$ cat config.mk
export PLATFORM = sky130hd
export DESIGN_NAME = brew_safety_supervisor
export DESIGN_NICKNAME = d
export VERILOG_FILES = /design/src/rtl/core/bss_pkg.sv /design/src/rtl/core/bss_cfg_regs.sv /design/src/rtl/core/bss_fsm.sv /design/src/rtl/core/brew_safety_supervisor.sv
export SDC_FILE = /design/constraint.sdc
export NUM_CORES = 1
export LEC_CHECK = 0
export BUFFER_PORTS_ARGS = -buffer_cell sky130_fd_sc_hd__buf_2
export CAP_MARGIN = 30
export CORE_ASPECT_RATIO = 1.2
export CORE_MARGIN = 2
export CORE_UTILIZATION = 40
export CTS_CLUSTER_SIZE = 40
export DETAILED_ROUTE_END_ITERATION = 7
export GPL_ROUTABILITY_DRIVEN = 0
export GPL_TIMING_DRIVEN = 0
export HOLD_SLACK_MARGIN = 0.03
export PLACE_DENSITY = 0.63
export SLEW_MARGIN = 20
export SYNTH_ARGS = -nofsm -noshare
export SYNTH_HDL_FRONTEND = slang
export SYNTH_SLANG_ARGS = --single-unit
$ cat constraint.sdc
create_clock -name clk -period 19.46 [get_ports clk]
set_input_delay 2.919 -clock clk [delete_from_list [all_inputs] [get_ports clk]]
set_output_delay 2.919 -clock clk [all_outputs]
set_load 0.005 [all_outputs]
$ cat src/rtl/core/bss_pkg.sv
package bss_pkg;

    // brew cycle modes
    localparam logic [2:0] MODE_IDLE    = 3'd0;
    localparam logic [2:0] MODE_PREHEAT = 3'd1;
    localparam logic [2:0] MODE_PREINF  = 3'd2;
    localparam logic [2:0] MODE_EXTRACT = 3'd3;
    localparam logic [2:0] MODE_FLUSH   = 3'd4;
    localparam logic [2:0] MODE_FAULT   = 3'd5;

    // command codes carried in tuser
    localparam logic [2:0] CMD_TICK     = 3'd0;
    localparam logic [2:0] CMD_SHOT     = 3'd1;
    localparam logic [2:0] CMD_FLUSH    = 3'd2;
    localparam logic [2:0] CMD_STOP     = 3'd3;
    localparam logic [2:0] CMD_CLR      = 3'd4;
    localparam logic [2:0] CMD_CLR_SAFE = 3'd5;

    // fault bit positions
    localparam logic [1:0] FLT_OVERP = 2'd0;
    localparam logic [1:0] FLT_OVERT = 2'd1;
    localparam logic [1:0] FLT_DRY   = 2'd2;
    localparam logic [1:0] FLT_SENS  = 2'd3;

    // configuration register indexes
    localparam logic [2:0] REG_MAX_PRESSURE   = 3'd0;
    localparam logic [2:0] REG_MAX_TEMP       = 3'd1;
    localparam logic [2:0] REG_PREHEAT_TARGET = 3'd2;
    localparam logic [2:0] REG_PREINF_PRESS   = 3'd3;
    localparam logic [2:0] REG_PREINF_MS      = 3'd4;
    localparam logic [2:0] REG_EXTRACT_PRESS  = 3'd5;
    localparam logic [2:0] REG_MAX_SHOT_MS    = 3'd6;
    localparam logic [2:0] REG_FLUSH_MS       = 3'd7;

    localparam int CFG_DATA_W = 24;
    localparam int DUR_W      = 24;

    // flow above this (0.01 ml/s units) counts as water moving
    localparam logic [13:0] FLOW_MIN = 14'd10;
    // preheat runs at full duty below target minus this margin
    localparam logic [15:0] DUTY_MARGIN = 16'd20;
    localparam logic signed [15:0] TEMP_SENS_MIN  = -16'sd9000;
    localparam logic signed [15:0] PRESS_SENS_MIN = -16'sd50;

    typedef struct packed {
        logic [12:0] max_pressure_cbar;
        logic [13:0] max_temp_dc;
        logic [13:0] preheat_target_dc;
        logic [12:0] preinfuse_pressure_cbar;
        logic [23:0] preinfuse_ms;
        logic [12:0] extract_pressure_cbar;
        logic [23:0] max_shot_ms;
        logic [23:0] flush_ms;
    } cfg_t;

    localparam cfg_t CFG_RESET = '{
        max_pressure_cbar:       13'd1200,
        max_temp_dc:             14'd1100,
        preheat_target_dc:       14'd930,
        preinfuse_pressure_cbar: 13'd300,
        preinfuse_ms:            24'd5000,
        extract_pressure_cbar:   13'd900,
        max_shot_ms:             24'd40000,
        flush_ms:                24'd3000
    };

    typedef struct packed {
        logic [2:0]  cmd;
        logic [15:0] dt_ms;
        logic [13:0] pressure_cbar;
        logic [14:0] temp_dc;
        logic [13:0] flow_cml_s;
        logic        sensors_ok;
    } item_t;

    typedef struct packed {
        logic [2:0]  mode;
        logic [3:0]  faults;
        logic        pump_on;
        logic        heater_on;
        logic        heater_full;
        logic        valve_open;
        logic [12:0] pressure_setpoint;
    } result_t;

endpackage

$ cat src/rtl/core/bss_cfg_regs.sv
module bss_cfg_regs
    import bss_pkg::*;
(
    input  logic                  clk,
    input  logic                  rst_n,
    input  logic                  cfg_valid,
    output logic                  cfg_ready,
    input  logic [2:0]            cfg_index,
    input  logic [CFG_DATA_W-1:0] cfg_data,
    output cfg_t                  cfg
);

    cfg_t cfg_reg;
    cfg_t cfg_next;

    assign cfg_ready = 1'b1;
    assign cfg       = cfg_reg;

    always_comb
    begin
        cfg_next = cfg_reg;
        if (cfg_valid)
        begin
            case (cfg_index)
                REG_MAX_PRESSURE:   cfg_next.max_pressure_cbar       = cfg_data[12:0];
                REG_MAX_TEMP:       cfg_next.max_temp_dc             = cfg_data[13:0];
                REG_PREHEAT_TARGET: cfg_next.preheat_target_dc       = cfg_data[13:0];
                REG_PREINF_PRESS:   cfg_next.preinfuse_pressure_cbar = cfg_data[12:0];
                REG_PREINF_MS:      cfg_next.preinfuse_ms            = cfg_data[23:0];
                REG_EXTRACT_PRESS:  cfg_next.extract_pressure_cbar   = cfg_data[12:0];
                REG_MAX_SHOT_MS:    cfg_next.max_shot_ms             = cfg_data[23:0];
                REG_FLUSH_MS:       cfg_next.flush_ms                = cfg_data[23:0];
                default:            cfg_next = cfg_reg;
            endcase
        end
    end

    always_ff @(posedge clk or negedge rst_n)
    begin
        if (!rst_n)
            cfg_reg <= CFG_RESET;
        else
            cfg_reg <= cfg_next;
    end

endmodule

$ cat src/rtl/core/bss_fsm.sv
module bss_fsm
    import bss_pkg::*;
#(
    parameter int unsigned DRY_FIRE_MS = 10000,
    parameter int unsigned TIMER_BITS  = 24
)
(
    input  logic    clk,
    input  logic    rst_n,
    input  logic    fire,
    input  item_t   item,
    input  cfg_t    cfg,
    output result_t result
);

    localparam int SW = TIMER_BITS + 1;
    localparam int CW = (TIMER_BITS > DUR_W) ? TIMER_BITS : DUR_W;
    localparam logic [CW-1:0] DRY_LIMIT = CW'(DRY_FIRE_MS);

    logic [2:0]            mode_reg, mode_next;
    logic [3:0]            fault_reg, fault_next;
    logic [TIMER_BITS-1:0] timer_reg, timer_next;
    logic [TIMER_BITS-1:0] since_reg, since_next;
    logic                  shot_reg, shot_next;
    logic                  flushp_reg, flushp_next;
    logic                  pump_reg, pump_next;
    logic                  heat_reg, heat_next;
    logic                  duty_reg, duty_next;
    logic                  valve_reg, valve_next;

    // sign-extended sensor values and limits for the signed compares
    logic signed [15:0] p16, t16, pmax16, tmax16, target16, duty_lim16;
    logic signed [21:0] p10, t10, plim9, tlim9;
    logic [SW-1:0]         timer_sum, since_sum;
    logic [TIMER_BITS-1:0] timer_sat, since_sat;
    logic                  trip_p, trip_t, trip_s, safe_to_clear;

    assign p16        = {{2{item.pressure_cbar[13]}}, item.pressure_cbar};
    assign t16        = {item.temp_dc[14], item.temp_dc};
    assign pmax16     = {3'b0, cfg.max_pressure_cbar};
    assign tmax16     = {2'b0, cfg.max_temp_dc};
    assign target16   = {2'b0, cfg.preheat_target_dc};
    assign duty_lim16 = target16 - DUTY_MARGIN;

    assign p10   = {{8{item.pressure_cbar[13]}}, item.pressure_cbar} * 22'sd10;
    assign t10   = {{7{item.temp_dc[14]}}, item.temp_dc} * 22'sd10;
    assign plim9 = {9'b0, cfg.max_pressure_cbar} * 22'sd9;
    assign tlim9 = {8'b0, cfg.max_temp_dc} * 22'sd9;

    assign safe_to_clear = (p10 <= plim9) && (t10 <= tlim9) && item.sensors_ok;

    assign timer_sum = SW'(timer_reg) + SW'(item.dt_ms);
    assign since_sum = SW'(since_reg) + SW'(item.dt_ms);
    assign timer_sat = timer_sum[TIMER_BITS] ? '1 : timer_sum[TIMER_BITS-1:0];
    assign since_sat = since_sum[TIMER_BITS] ? '1 : since_sum[TIMER_BITS-1:0];

    assign trip_p = p16 > pmax16;
    assign trip_t = t16 > tmax16;
    assign trip_s = (t16 < TEMP_SENS_MIN) || (p16 < PRESS_SENS_MIN) || !item.sensors_ok;

    always_comb
    begin
        logic dry;
        dry         = 1'b0;
        mode_next   = mode_reg;
        fault_next  = fault_reg;
        timer_next  = timer_reg;
        since_next  = since_reg;
        shot_next   = shot_reg;
        flushp_next = flushp_reg;
        pump_next   = pump_reg;
        heat_next   = heat_reg;
        duty_next   = duty_reg;
        valve_next  = valve_reg;

        case (item.cmd)
            CMD_TICK:
            begin
                timer_next = timer_sat;
                since_next = since_sat;
                if (mode_reg != MODE_FAULT)
                begin
                    if (item.flow_cml_s > FLOW_MIN)
                        since_next = '0;
                    // an earlier trip shuts the heater off before dry fire is checked
                    dry = heat_reg && duty_reg && !trip_p && !trip_t &&
                          (CW'(since_next) > DRY_LIMIT);
                    if (trip_p || trip_t || dry || trip_s)
                    begin
                        fault_next[FLT_OVERP] = fault_reg[FLT_OVERP] | trip_p;
                        fault_next[FLT_OVERT] = fault_reg[FLT_OVERT] | trip_t;
                        fault_next[FLT_DRY]   = fault_reg[FLT_DRY] | dry;
                        fault_next[FLT_SENS]  = fault_reg[FLT_SENS] | trip_s;
                        pump_next  = 1'b0;
                        heat_next  = 1'b0;
                        duty_next  = 1'b0;
                        valve_next = 1'b0;
                        mode_next  = MODE_FAULT;
                        timer_next = '0;
                    end
                end

                case (mode_next)
                    MODE_IDLE:
                    begin
                        pump_next  = 1'b0;
                        heat_next  = 1'b0;
                        valve_next = 1'b0;
                        if (shot_reg)
                        begin
                            shot_next  = 1'b0;
                            mode_next  = MODE_PREHEAT;
                            timer_next = '0;
                            heat_next  = 1'b1;
                        end
                    end
                    MODE_PREHEAT:
                    begin
                        if (t16 >= target16)
                        begin
                            mode_next  = MODE_PREINF;
                            timer_next = '0;
                            pump_next  = 1'b1;
                        end
                        duty_next = t16 < duty_lim16;
                    end
                    MODE_PREINF:
                    begin
                        if (CW'(timer_next) >= CW'(cfg.preinfuse_ms))
                        begin
                            mode_next  = MODE_EXTRACT;
                            timer_next = '0;
                        end
                    end
                    MODE_EXTRACT:
                    begin
                        if (CW'(timer_next) >= CW'(cfg.max_shot_ms))
                        begin
                            mode_next  = MODE_FLUSH;
                            timer_next = '0;
                        end
                    end
                    MODE_FLUSH:
                    begin
                        pump_next  = 1'b0;
                        valve_next = 1'b1;
                        if (CW'(timer_next) >= CW'(cfg.flush_ms))
                        begin
                            valve_next = 1'b0;
                            mode_next  = MODE_IDLE;
                            timer_next = '0;
                        end
                    end
                    MODE_FAULT:
                    begin
                        pump_next  = 1'b0;
                        heat_next  = 1'b0;
                        duty_next  = 1'b0;
                        valve_next = 1'b0;
                    end
                    default:
                    begin
                        mode_next  = MODE_FAULT;
                        timer_next = '0;
                    end
                endcase

                if (flushp_reg)
                begin
                    flushp_next = 1'b0;
                    if (mode_next inside {MODE_EXTRACT, MODE_PREINF})
                    begin
                        mode_next  = MODE_FLUSH;
                        timer_next = '0;
                    end
                end
            end
            CMD_SHOT:
            begin
                if (mode_reg == MODE_IDLE)
                    shot_next = 1'b1;
            end
            CMD_FLUSH:
                flushp_next = 1'b1;
            CMD_STOP:
            begin
                if (mode_reg inside {MODE_EXTRACT, MODE_PREINF})
                begin
                    mode_next  = MODE_FLUSH;
                    timer_next = '0;
                end
                else if (mode_reg == MODE_PREHEAT)
                begin
                    mode_next  = MODE_IDLE;
                    timer_next = '0;
                end
            end
            CMD_CLR:
                fault_next = '0;
            CMD_CLR_SAFE:
            begin
                if (mode_reg == MODE_FAULT && safe_to_clear)
                begin
                    fault_next = '0;
                    mode_next  = MODE_IDLE;
                    timer_next = '0;
                end
            end
            default:
                mode_next = mode_reg;
        endcase
    end

    always_comb
    begin
        result.mode        = mode_next;
        result.faults      = fault_next;
        result.pump_on     = pump_next;
        result.heater_on   = heat_next;
        result.heater_full = duty_next;
        result.valve_open  = valve_next;
        case (mode_next)
            MODE_PREINF:  result.pressure_setpoint = cfg.preinfuse_pressure_cbar;
            MODE_EXTRACT: result.pressure_setpoint = cfg.extract_pressure_cbar;
            default:      result.pressure_setpoint = '0;
        endcase
    end

    always_ff @(posedge clk or negedge rst_n)
    begin
        if (!rst_n)
        begin
            mode_reg   <= MODE_IDLE;
            fault_reg  <= '0;
            timer_reg  <= '0;
            since_reg  <= '0;
            shot_reg   <= 1'b0;
            flushp_reg <= 1'b0;
            pump_reg   <= 1'b0;
            heat_reg   <= 1'b0;
            duty_reg   <= 1'b0;
            valve_reg  <= 1'b0;
        end
        else if (fire)
        begin
            mode_reg   <= mode_next;
            fault_reg  <= fault_next;
            timer_reg  <= timer_next;
            since_reg  <= since_next;
            shot_reg   <= shot_next;
            flushp_reg <= flushp_next;
            pump_reg   <= pump_next;
            heat_reg   <= heat_next;
            duty_reg   <= duty_next;
            valve_reg  <= valve_next;
        end
    end

    // flush drives the valve only after the pump is off
    a_pump_valve_exclusive: assert property (@(posedge clk) disable iff (!rst_n)
        !(pump_reg && valve_reg))
        else $error("pump and flush valve on together");

    a_fault_tick_safe: assert property (@(posedge clk) disable iff (!rst_n)
        fire && item.cmd == CMD_TICK && mode_reg == MODE_FAULT
        |=> !pump_reg && !heat_reg && !duty_reg && !valve_reg)
        else $error("actuator left on after tick in fault");

    a_faults_sticky: assert property (@(posedge clk) disable iff (!rst_n)
        fire && item.cmd != CMD_CLR && item.cmd != CMD_CLR_SAFE
        |=> (fault_reg & $past(fault_reg)) == $past(fault_reg))
        else $error("fault bit dropped without a clear");

    a_timer_cleared_on_entry: assert property (@(posedge clk) disable iff (!rst_n)
        fire && mode_next != mode_reg |=> timer_reg == '0)
        else $error("state timer not cleared on mode change");

endmodule

$ cat src/rtl/core/brew_safety_supervisor.sv
// Channel  Dir  Handshake                 Payload
// s        in   s_tvalid / s_tready       tuser: cmd; tdata: dt, pressure, temp, flow, ok
// m        out  m_tvalid / m_tready       tdata: mode, faults, actuators, setpoint
// cfg      in   cfg_valid / cfg_ready     cfg_index, cfg_data
//
// One item per cycle sustained while m_tready stays high; m_tvalid rises once the item has
// passed the input register and then the mode update into the result register.
// The state update and the result for an item are produced in the same cycle.
// A stall on m holds the result register; the input register still takes one item.
// rst_n clears mode to idle, faults, timers and actuators, and loads register defaults.
// cfg writes are always taken (cfg_ready is tied high).
module brew_safety_supervisor
    import bss_pkg::*;
#(
    parameter int unsigned DRY_FIRE_MS = 10000,
    parameter int unsigned TIMER_BITS  = 24
)
(
    input  logic                  clk,
    input  logic                  rst_n,
    input  logic                  s_tvalid,
    output logic                  s_tready,
    input  logic [63:0]           s_tdata,  // dt_ms, pressure_cbar, temp_dc, flow_cml_s, sensors_ok
    input  logic [2:0]            s_tuser,  // cmd
    output logic                  m_tvalid,
    input  logic                  m_tready,
    output logic [23:0]           m_tdata,  // mode, faults, pump_on, heater_on, heater_full,
                                            // valve_open, pressure_setpoint
    input  logic                  cfg_valid,
    output logic                  cfg_ready,
    input  logic [2:0]            cfg_index,
    input  logic [CFG_DATA_W-1:0] cfg_data
);

    cfg_t    cfg;
    item_t   in_item_reg;
    logic    in_valid_reg;
    result_t res_next;
    result_t out_reg;
    logic    out_valid_reg;
    logic    fire;

    assign fire     = in_valid_reg && (!out_valid_reg || m_tready);
    assign s_tready = !in_valid_reg || fire;
    assign m_tvalid = out_valid_reg;
    assign m_tdata  = {out_reg.pressure_setpoint, out_reg.valve_open, out_reg.heater_full,
                       out_reg.heater_on, out_reg.pump_on, out_reg.faults, out_reg.mode};

    bss_cfg_regs u_cfg (
        .clk       (clk),
        .rst_n     (rst_n),
        .cfg_valid (cfg_valid),
        .cfg_ready (cfg_ready),
        .cfg_index (cfg_index),
        .cfg_data  (cfg_data),
        .cfg       (cfg)
    );

    bss_fsm #(
        .DRY_FIRE_MS (DRY_FIRE_MS),
        .TIMER_BITS  (TIMER_BITS)
    ) u_fsm (
        .clk    (clk),
        .rst_n  (rst_n),
        .fire   (fire),
        .item   (in_item_reg),
        .cfg    (cfg),
        .result (res_next)
    );

    always_ff @(posedge clk or negedge rst_n)
    begin
        if (!rst_n)
        begin
            in_valid_reg  <= 1'b0;
            out_valid_reg <= 1'b0;
        end
        else
        begin
            if (s_tready)
                in_valid_reg <= s_tvalid;
            if (fire)
                out_valid_reg <= 1'b1;
            else if (m_tready)
                out_valid_reg <= 1'b0;
        end
    end

    always_ff @(posedge clk)
    begin
        if (s_tvalid && s_tready)
        begin
            in_item_reg.cmd           <= s_tuser;
            in_item_reg.dt_ms         <= s_tdata[15:0];
            in_item_reg.pressure_cbar <= s_tdata[29:16];
            in_item_reg.temp_dc       <= s_tdata[44:30];
            in_item_reg.flow_cml_s    <= s_tdata[58:45];
            in_item_reg.sensors_ok    <= s_tdata[59];
        end
        if (fire)
            out_reg <= res_next;
    end

endmodule

==> flow_summary.yaml, run 1 <==
pwr:
  power_density_nw_per_um2: 111
  vdd_drop_max_mv: 0.0608
  power.leakage_uw: 0.0104
grt:
  grt_pass1_vias: 16400
  antenna_found_initial: 0
  gr-total-overflow: 0
  grt_start_max_net_pins: 99
  grt_pass1_wl_mm: 86.6
  grt.total_usage: 0.208
worst_setup_path:
  ff2ff_setup_slack_ns: 10.72
  critPathCaptureType: "flop"
  critPathRequiredTime_ns: 19.84
  endpoint: "m_tdata[17]$_DFFE_PP_"
  startpoint: "in_item_reg[44]$_DFFE_PP_"
  r2r_end: "m_tdata[17]$_DFFE_PP_"
  ff2ff_path_depth: 28
  crit_cells: 28
  worstPathMaxFanout: 10
  path_common_cell: "a21oi_1"
  path_class: "flop to flop"
  cpPeakStageDelay_ns: 0.61
  r2r_start: "in_item_reg[44]$_DFFE_PP_"
  crit_family: "compound AO/OA/AOI/OAI gates"
  cp-start-kind: "flop"
  path_buf_inv: 2
  critical_path.slowest_cell: "a2111oi_0"
  crit_arrival_ns: 9.11
die:
  fp.dieArea_um2: 52300
  boundaryPins: 126
  initial_core_util: 0.403
  rows: 90
  fp.dieW_um: 209
  core_area_um2: 50100
  die_h_um: 250
clocking:
  clockRootBuffer: "clkbuf_16"
  tritoncts: "built"
  h-tree-depth: 2
  numCtsBuffers: 35
  post-cts-setup-buffers: 0
  clk_path_buf_depth: 3
  cts-hold-fix-buffers: 0
  insertion_delay_ns: 0.56
  cts_sinks: 289
  cts_resized: 0
  cts.clk_slew.worst_paths_ns: 0.07
yosys:
  synth_common_cells: "289 x ha_1, 211 x o21ai_0, 196 x nand2_1"
  ys_types: 82
  syn-cell-area_um2: 20200
  ys_ff_latch: 289
  synth_seq_area_share: 0.382
  post_synth.cell_area_avg_um2: 9.55
  synth_top_area_frac: 0.203
  synthArstFlopShare: 0.699
  synth_edf_count: 87
  synth_area_leader_cell: "dfrtp_1"
  synth.area.top_cells: "dfrtp_1 20%, ha_1 18%, edfxtp_1 13%"
  synth_most_common_cell: "ha_1"
  ys.flop_type: "dfrtp_1"
  synthesis.nets: 2509
  ys_warn_count: 0
  synth_cells: 2115
timing:
  fin_crit_sh: 0.449
  skew_ns: 0.0337
  fmax_mhz: 114
  fin_ws_ns: 10.72
  worstMarginPinSlew_ns: 0.972
  rsz0062_at_grt: "false"
  setup-tns-final_ns: 0
  fin_hold_ws_ns: 0.474
  drv_slew: 0
  timing.final.crit_period_ns: 8.74
  setup_viol: 0
  finalHoldViolCount: 0
  relSlewSlack: 0.335
min_path:
  hold_depth: 2
  hp-class: "flop to flop"
  hp-start: "u_fsm.since_reg[13]$_DFFE_PN0P_"
routing:
  vias: 16400
  remaining_drc_errors: 0
  via_per_inst: 5.55
  drtAntennaViolNets: 0
  drt_iter0_markers: 983
  wire_per_inst_um: 18.2
  drt-total-wl_mm: 53.8
  dr.pass1.iters: 6
final_layout:
  largest_register_ffs: 139
  final.fill_count: 4711
  fin_nets: 2669
  area_growth_pct: 13.2
  drive_above_1_share: 0.146
  fin_util: 0.457
job:
  maxCapViolCount: 0
status:
  status: "completed"
placed_design:
  dp_worst_setup_slack_ns: 10.83
  port-buffer-count: 118
  post-dp-hpwl_mm: 41.2
-- per-stage QoR --
stage	total power, uW	cell area (um2)	cells
after floorplan	1590	20200	2115
after global placement	1840	21600	2877
after detailed placement	1880	21700	2882
after CTS	2560	22900	2946
after global routing	2750	22900	2946
final	2540	22900	2948
-- worst min-delay path by stage --
stage / end
after global placement: u_fsm.since_reg[13]$_DFFE_PN0P_
after floorplan: u_fsm.since_reg[13]$_DFFE_PN0P_
after detailed placement: u_fsm.since_reg[15]$_DFFE_PN0P_
final: u_fsm.since_reg[13]$_DFFE_PN0P_
after global routing: u_fsm.since_reg[12]$_DFFE_PN0P_
after CTS: u_fsm.since_reg[15]$_DFFE_PN0P_
-- area by class of cell --
| type | count | area (um2) | area share |
|---|---|---|---|
| sequential | 289 | 7710 | 0.337 |
| antenna | 2 | 5.00 | 0.000219 |
| clock buffer | 45 | 955 | 0.0417 |
| tap | 644 | 806 | 0.0352 |
| clock inverter | 19 | 191 | 0.00837 |
| timing repair buffer | 123 | 716 | 0.0313 |
| inverter | 192 | 721 | 0.0315 |
| multi-input combinational | 1581 | 11500 | 0.505 |
| buffer | 53 | 224 | 0.00979 |
-- layout by cell type, fill, tap and decap left out, drive strengths merged, types with 18 or more instances in the layout --
cell type / instances
a211oi: 25
nand2b: 30
clkbuf: 91
a31oi: 18
nand3: 43
mux2: 84
edfxtp: 87
nand2: 196
xnor2: 47
nand4: 22
buf: 130
nor3: 36
o21ai: 220
nor2: 126
ha: 289
nor2b: 19
o21a: 39
dfrtp: 164
a21o: 32
inv: 194
xor2: 20
dfstp: 38
a21oi: 138
and3: 20
-- routing by layer --
| metal | track usage | vias to the layer above | share of wire |
|---|---|---|---|
| met3 | 0.0268 | 98 | 0.040 |
| li1 | - | 7973 | - |
| met2 | 0.365 | 354 | 0.49 |
| met4 | 0.0780 | 0 | 0.032 |
| met1 | 0.260 | 7932 | 0.44 |
| met5 | 0 | - | 0 |
-- where the power goes --
part           switching (uW)  leakage, uW  internal (uW)
Sequential               76.2      0.00330            753
Combinational             615      0.00649            443
Clock                     268     0.000563            389
-- worst reg2reg max path: cells and delay by family (launching register included) --
kind / cells / cell delay, ns
AOI/OAI and AO/OA: 17 / 4.52
adders and majority gates: 3 / 1.00
buffers and inverters: 2 / 0.51
DFF: 1 / 0.44
muxes: 1 / 0.34
and+or+nand+nor: 5 / 1.76
-- cell families (layout without fill, tap and decap cells) --
group,after synthesis,count (layout),synth area share
AOI/OAI and AO/OA,573,573,0.177
and+or+nand+nor,560,560,0.132
adders and majority gates,295,295,0.185
DFF,289,289,0.382
buffers and inverters,245,432,0.0467
muxes,85,85,0.0483
xor gates and xnor gates,67,67,0.0290
other,1,3,0.000186
(Power assumes the default switching activity.)
==> run 2: changes to the inputs <==
PLACE_DENSITY = 0.66   (was 0.63)
clock period = 7.1 ns   (was 19.46 ns; I/O delays follow)
==> run 2 against run 1 <==
Global-route usage is 0.17 points lower. Flip-flop and latch count is the same. Clock power grew to 2.7 times the previous value. Largest power group unchanged.
==> flow_summary.yaml, run 2 (synthesis results as in run 1) <==
status:
  status: "completed"
timing:
  drv_slew: 0
  finalHoldViolCount: 0
  relSlewSlack: 0.401
  worstMarginPinSlew_ns: 0.895
  rsz0062_at_grt: "true"
  timing.final.crit_period_ns: 7.03
  setup-tns-final_ns: 0
  skew_ns: 0.0278
  fin_crit_sh: 0.990
  fmax_mhz: 142
  setup_viol: 0
routing:
  remaining_drc_errors: 0
  drt-total-wl_mm: 54.8
  drt_iter0_markers: 1051
  vias: 16700
  wire_per_inst_um: 18.5
  dr.pass1.iters: 5
  via_per_inst: 5.62
  drtAntennaViolNets: 0
final_layout:
  final_cell_mix: "285 x ha_1, 195 x o21ai_0, 195 x nand2_1, 192 x inv_1, 164 x dfrtp_1"
  largest_register_ffs: 139
  area_growth_pct: 16.2
  layout_commonest_cell: "ha_1"
  fin_util: 0.469
  fin_nets: 2693
  n_antenna_cell: 0
  final.fill_count: 4624
  drive_above_1_share: 0.181
  multi_input_area_um2: 11900
  seqCellArea_um2: 7710
pwr:
  power_uw: 7220
  power_density_nw_per_um2: 307
  power.leakage_uw: 0.0106
  vdd_drop_max_mv: 0.181
clocking:
  h-tree-depth: 2
  clk_path_buf_depth: 3
  clockRootBuffer: "clkbuf_16"
  insertion_delay_ns: 0.56
  cts.clk_slew.worst_paths_ns: 0.06
  tritoncts: "built"
  cts_sinks: 289
  numCtsBuffers: 35
worst_setup_path:
  ff2ff_setup_slack_ns: 0.07
  ff2ff_path_depth: 28
  cp-start-kind: "flop"
  path_buf_inv: 2
  critical_path.slowest_cell: "or4b_4"
  worstPathMaxFanout: 7
  critPathRequiredTime_ns: 7.48
  r2r_start: "in_item_reg[44]$_DFFE_PP_"
  crit_family: "compound AO/OA/AOI/OAI gates"
  critPathCaptureType: "flop"
  path_common_cell: "a21oi_4"
  crit_cells: 28
  endpoint: "m_tdata[16]$_DFFE_PP_"
  r2r_end: "m_tdata[16]$_DFFE_PP_"
  cpPeakStageDelay_ns: 0.58
  startpoint: "in_item_reg[44]$_DFFE_PP_"
  path_class: "flop to flop"
  crit_arrival_ns: 7.41
die:
  core_area_um2: 50100
  initial_core_util: 0.403
  rows: 90
  die_h_um: 250
  boundaryPins: 126
  fp.dieArea_um2: 52300
  fp.dieW_um: 209
job:
  maxCapViolCount: 0
grt:
  grt_start_max_net_pins: 99
  grt.total_usage: 0.206
  antenna_found_initial: 1
  gr-total-overflow: 0
  grt_pass1_wl_mm: 86.1
  grt_pass1_vias: 16600
placed_design:
  port-buffer-count: 118
  post-dp-hpwl_mm: 41.2
min_path:
  hp-class: "primary input to asynchronous set/reset pin"
run 2: layout make-up:
| cell class | count | area share |
|---|---|---|
| plain buffers | 50 | 0.0107 |
| inverters | 192 | 0.0307 |
| well taps | 644 | 0.0343 |
| repair buffers | 150 | 0.0405 |
| clock inverters | 15 | 0.00575 |
| flip-flops and latches | 289 | 0.329 |
| clock buffers | 49 | 0.0430 |
| multi-input cells | 1581 | 0.507 |
run 2: report_power, final:
group | internal, uW | total, uW | switching (uW)
Combinational | 1350 | 3150 | 1810
Clock | 1040 | 1790 | 749
Sequential | 2060 | 2280 | 213
Total | 4450 | 7220 | 2770
run 2: how the worst min path moves through the flow:
| stage | slack, ns | from | end | cells after the start |
|---|---|---|---|---|
| final | 0.39 | rst_n | u_fsm.timer_reg[12]$_DFFE_PN0P_ | 1 |
| after global routing | 0.39 | rst_n | u_fsm.timer_reg[12]$_DFFE_PN0P_ | 1 |
| after CTS | 0.37 | rst_n | u_cfg.cfg[75]$_DFFE_PN0P_ | 1 |
| after detailed placement | 0.46 | u_fsm.since_reg[15]$_DFFE_PN0P_ | u_fsm.since_reg[15]$_DFFE_PN0P_ | 2 |
| after global placement | 0.46 | u_fsm.since_reg[13]$_DFFE_PN0P_ | u_fsm.since_reg[13]$_DFFE_PN0P_ | 2 |
| after floorplan | 0.44 | u_fsm.since_reg[13]$_DFFE_PN0P_ | u_fsm.since_reg[13]$_DFFE_PN0P_ | 2 |
run 2: metrics by stage:
step | worst slack (ns) | instances | hold WS, ns | cell area, um2
6_report | 0.0728 | 2970 | 0.385 | 23500
2_1_floorplan | 0.235 | 2115 | 0.443 | 20200
3_5_place_dp | -1.58 | 2882 | 0.461 | 21700
3_3_place_gp | -1.53 | 2877 | 0.456 | 21600
5_1_grt | -0.0854 | 2970 | 0.388 | 23500
4_1_cts | 0.00293 | 2951 | 0.369 | 23100
run 2: per-layer routing:
metal	track usage	routed length [um]
met3	0.0328	2850
met4	0.101	2620
met1	0.253	22900
met5	0	11
met2	0.352	26400
run 2: timing repair:
action | in CTS | in global routing
endpoints found under the setup margin | 45 | 40
hold buffers | 0 | 0
cloned | 0 | 3
pin swaps | 7 | 25
hold endpoints to repair | 0 | 0
buffers inserted | 7 | 15
gates resized for setup | 40 | 71
==> run 3: changes to the inputs <==
GPL_ROUTABILITY_DRIVEN = 1   (was 0)
PLACE_DENSITY = 0.63   (was 0.66)
clock period = 8.8 ns   (was 7.1 ns; I/O delays follow)
==> run 3 against run 2 <==
Clock skew shrank 0.0016 ns. Largest cell class unchanged. Clock-buffer cell count grew 3. Clock power shrank 12%. Cell count shrank 0.77%. Worst hold slack gained 0.098 ns.
==> flow_summary.yaml, run 3 (synthesis results as in run 1) <==
routing:
  dr.pass1.iters: 5
  drt-total-wl_mm: 53.7
  via_per_inst: 5.51
  remaining_drc_errors: 0
  wire_per_inst_um: 18.2
  drt_iter0_markers: 1034
  drtAntennaViolNets: 0
  vias: 16200
final_layout:
  layout.cells.non_filler: 2947
  final_cell_mix: "289 x ha_1, 210 x o21ai_0, 196 x nand2_1, 192 x inv_1, 164 x dfrtp_1"
  layout_commonest_cell: "ha_1"
  fin_nets: 2669
  n_antenna_cell: 0
  drive_above_1_share: 0.149
  largest_register_ffs: 139
  area_growth_pct: 13.8
grt:
  antenna_found_initial: 1
  grt.total_usage: 0.205
  gr-total-overflow: 0
  grt_start_max_net_pins: 89
  grt_pass1_wl_mm: 85.0
  grt_pass1_vias: 16300
timing:
  worstMarginPinSlew_ns: 0.967
  drv_slew: 0
  setup-tns-final_ns: 0
  timing.final.crit_period_ns: 8.36
  skew_ns: 0.0262
  fmax_mhz: 120
  rsz0062_at_grt: "false"
  relSlewSlack: 0.355
  finalHoldViolCount: 0
  setup_viol: 0
  fin_crit_sh: 0.950
die:
  fp.dieW_um: 209
  core_area_um2: 50100
  initial_core_util: 0.403
  die_h_um: 250
  boundaryPins: 126
  fp.dieArea_um2: 52300
  rows: 90
placed_design:
  dp_cells: 2881
  port-buffer-count: 118
  gp_congestion: 0.923
  post-dp-hpwl_mm: 41.4
worst_setup_path:
  critPathRequiredTime_ns: 9.15
  worstPathMaxFanout: 10
  cpPeakStageDelay_ns: 0.51
  critPathCaptureType: "flop"
  crit_arrival_ns: 8.72
  path_class: "flop to flop"
  cp-start-kind: "flop"
  critical_path.slowest_cell: "or4b_4"
  path_common_cell: "a21oi_1"
pwr:
  vdd_drop_max_mv: 0.135
  power_uw: 5750
  power.leakage_uw: 0.0104
  power_density_nw_per_um2: 250
clocking:
  cts-hold-fix-buffers: 0
  cts_resized: 0
  clk_path_buf_depth: 3
  insertion_delay_ns: 0.57
  cts.clk_slew.worst_paths_ns: 0.06
  numCtsBuffers: 36
  clockRootBuffer: "clkbuf_16"
  tritoncts: "built"
  cts_sinks: 289
  post-cts-setup-buffers: 0
  h-tree-depth: 2
job:
  maxCapViolCount: 0
min_path:
  hp-class: "flop to flop"
status:
  status: "completed"
[run 3: final timing paths]
kind | from | endpoint | slack [ns] | cells after the start
min reg2reg | u_fsm.since_reg[8]$_DFFE_PN0P_ | u_fsm.since_reg[8]$_DFFE_PN0P_ | 0.48 | 1
max in group asynchronous | rst_n | u_cfg.cfg[115]$_DFFE_PN1P_ | 7.35 | 2
min in group asynchronous | rst_n | u_fsm.timer_reg[10]$_DFFE_PN0P_ | 0.64 | 1
max reg2reg | in_item_reg[44]$_DFFE_PP_ | m_tdata[14]$_DFFE_PP_ | 0.44 | 28
max | in_item_reg[44]$_DFFE_PP_ | m_tdata[14]$_DFFE_PP_ | 0.44 | 28
min | u_fsm.since_reg[8]$_DFFE_PN0P_ | u_fsm.since_reg[8]$_DFFE_PN0P_ | 0.48 | 1
[run 3: cell type report]
cell class	instances	area, um2
inverters	192	721
fillers	4789	27100
repair buffers	123	693
clock buffers	52	1030
multi-input cells	1581	11600
flip-flops and latches	289	7710
well taps	644	806
clock inverters	14	235
plain buffers	52	221
[run 3: metrics by stage]
stage | utilization | worst slack, ns | hold WS [ns] | cell area (um2)
after floorplan | - | 1.93 | 0.443 | 20200
after global placement | 0.431 | 0.176 | 0.459 | 21600
after detailed placement | 0.433 | 0.122 | 0.469 | 21700
after CTS | 0.458 | 0.0403 | 0.484 | 23000
after global routing | 0.459 | 0.0185 | 0.505 | 23000
final | 0.459 | 0.439 | 0.483 | 23000
[run 3: where the power goes]
| group | switching, uW | total [uW] | internal, uW |
|---|---|---|---|
| clock network | 602 | 1580 | 974 |
| registers | 166 | 1830 | 1670 |
| logic | 1360 | 2340 | 980 |
[run 3: per-layer routing]
layer	global-route usage	wire length, um
met1	0.254	23100
met2	0.356	25900
met3	0.0291	2430
met4	0.0908	2270
met5	0	16
[run 3: worst max-delay path, delay by kind of cell, from the launching register on]
kind | cells | cell delay, ns
fa+ha+maj | 3 | 1.01
simple gates | 5 | 1.57
compound gates | 17 | 4.28
mux | 1 | 0.34
buf+inv | 2 | 0.48
flops | 1 | 0.45
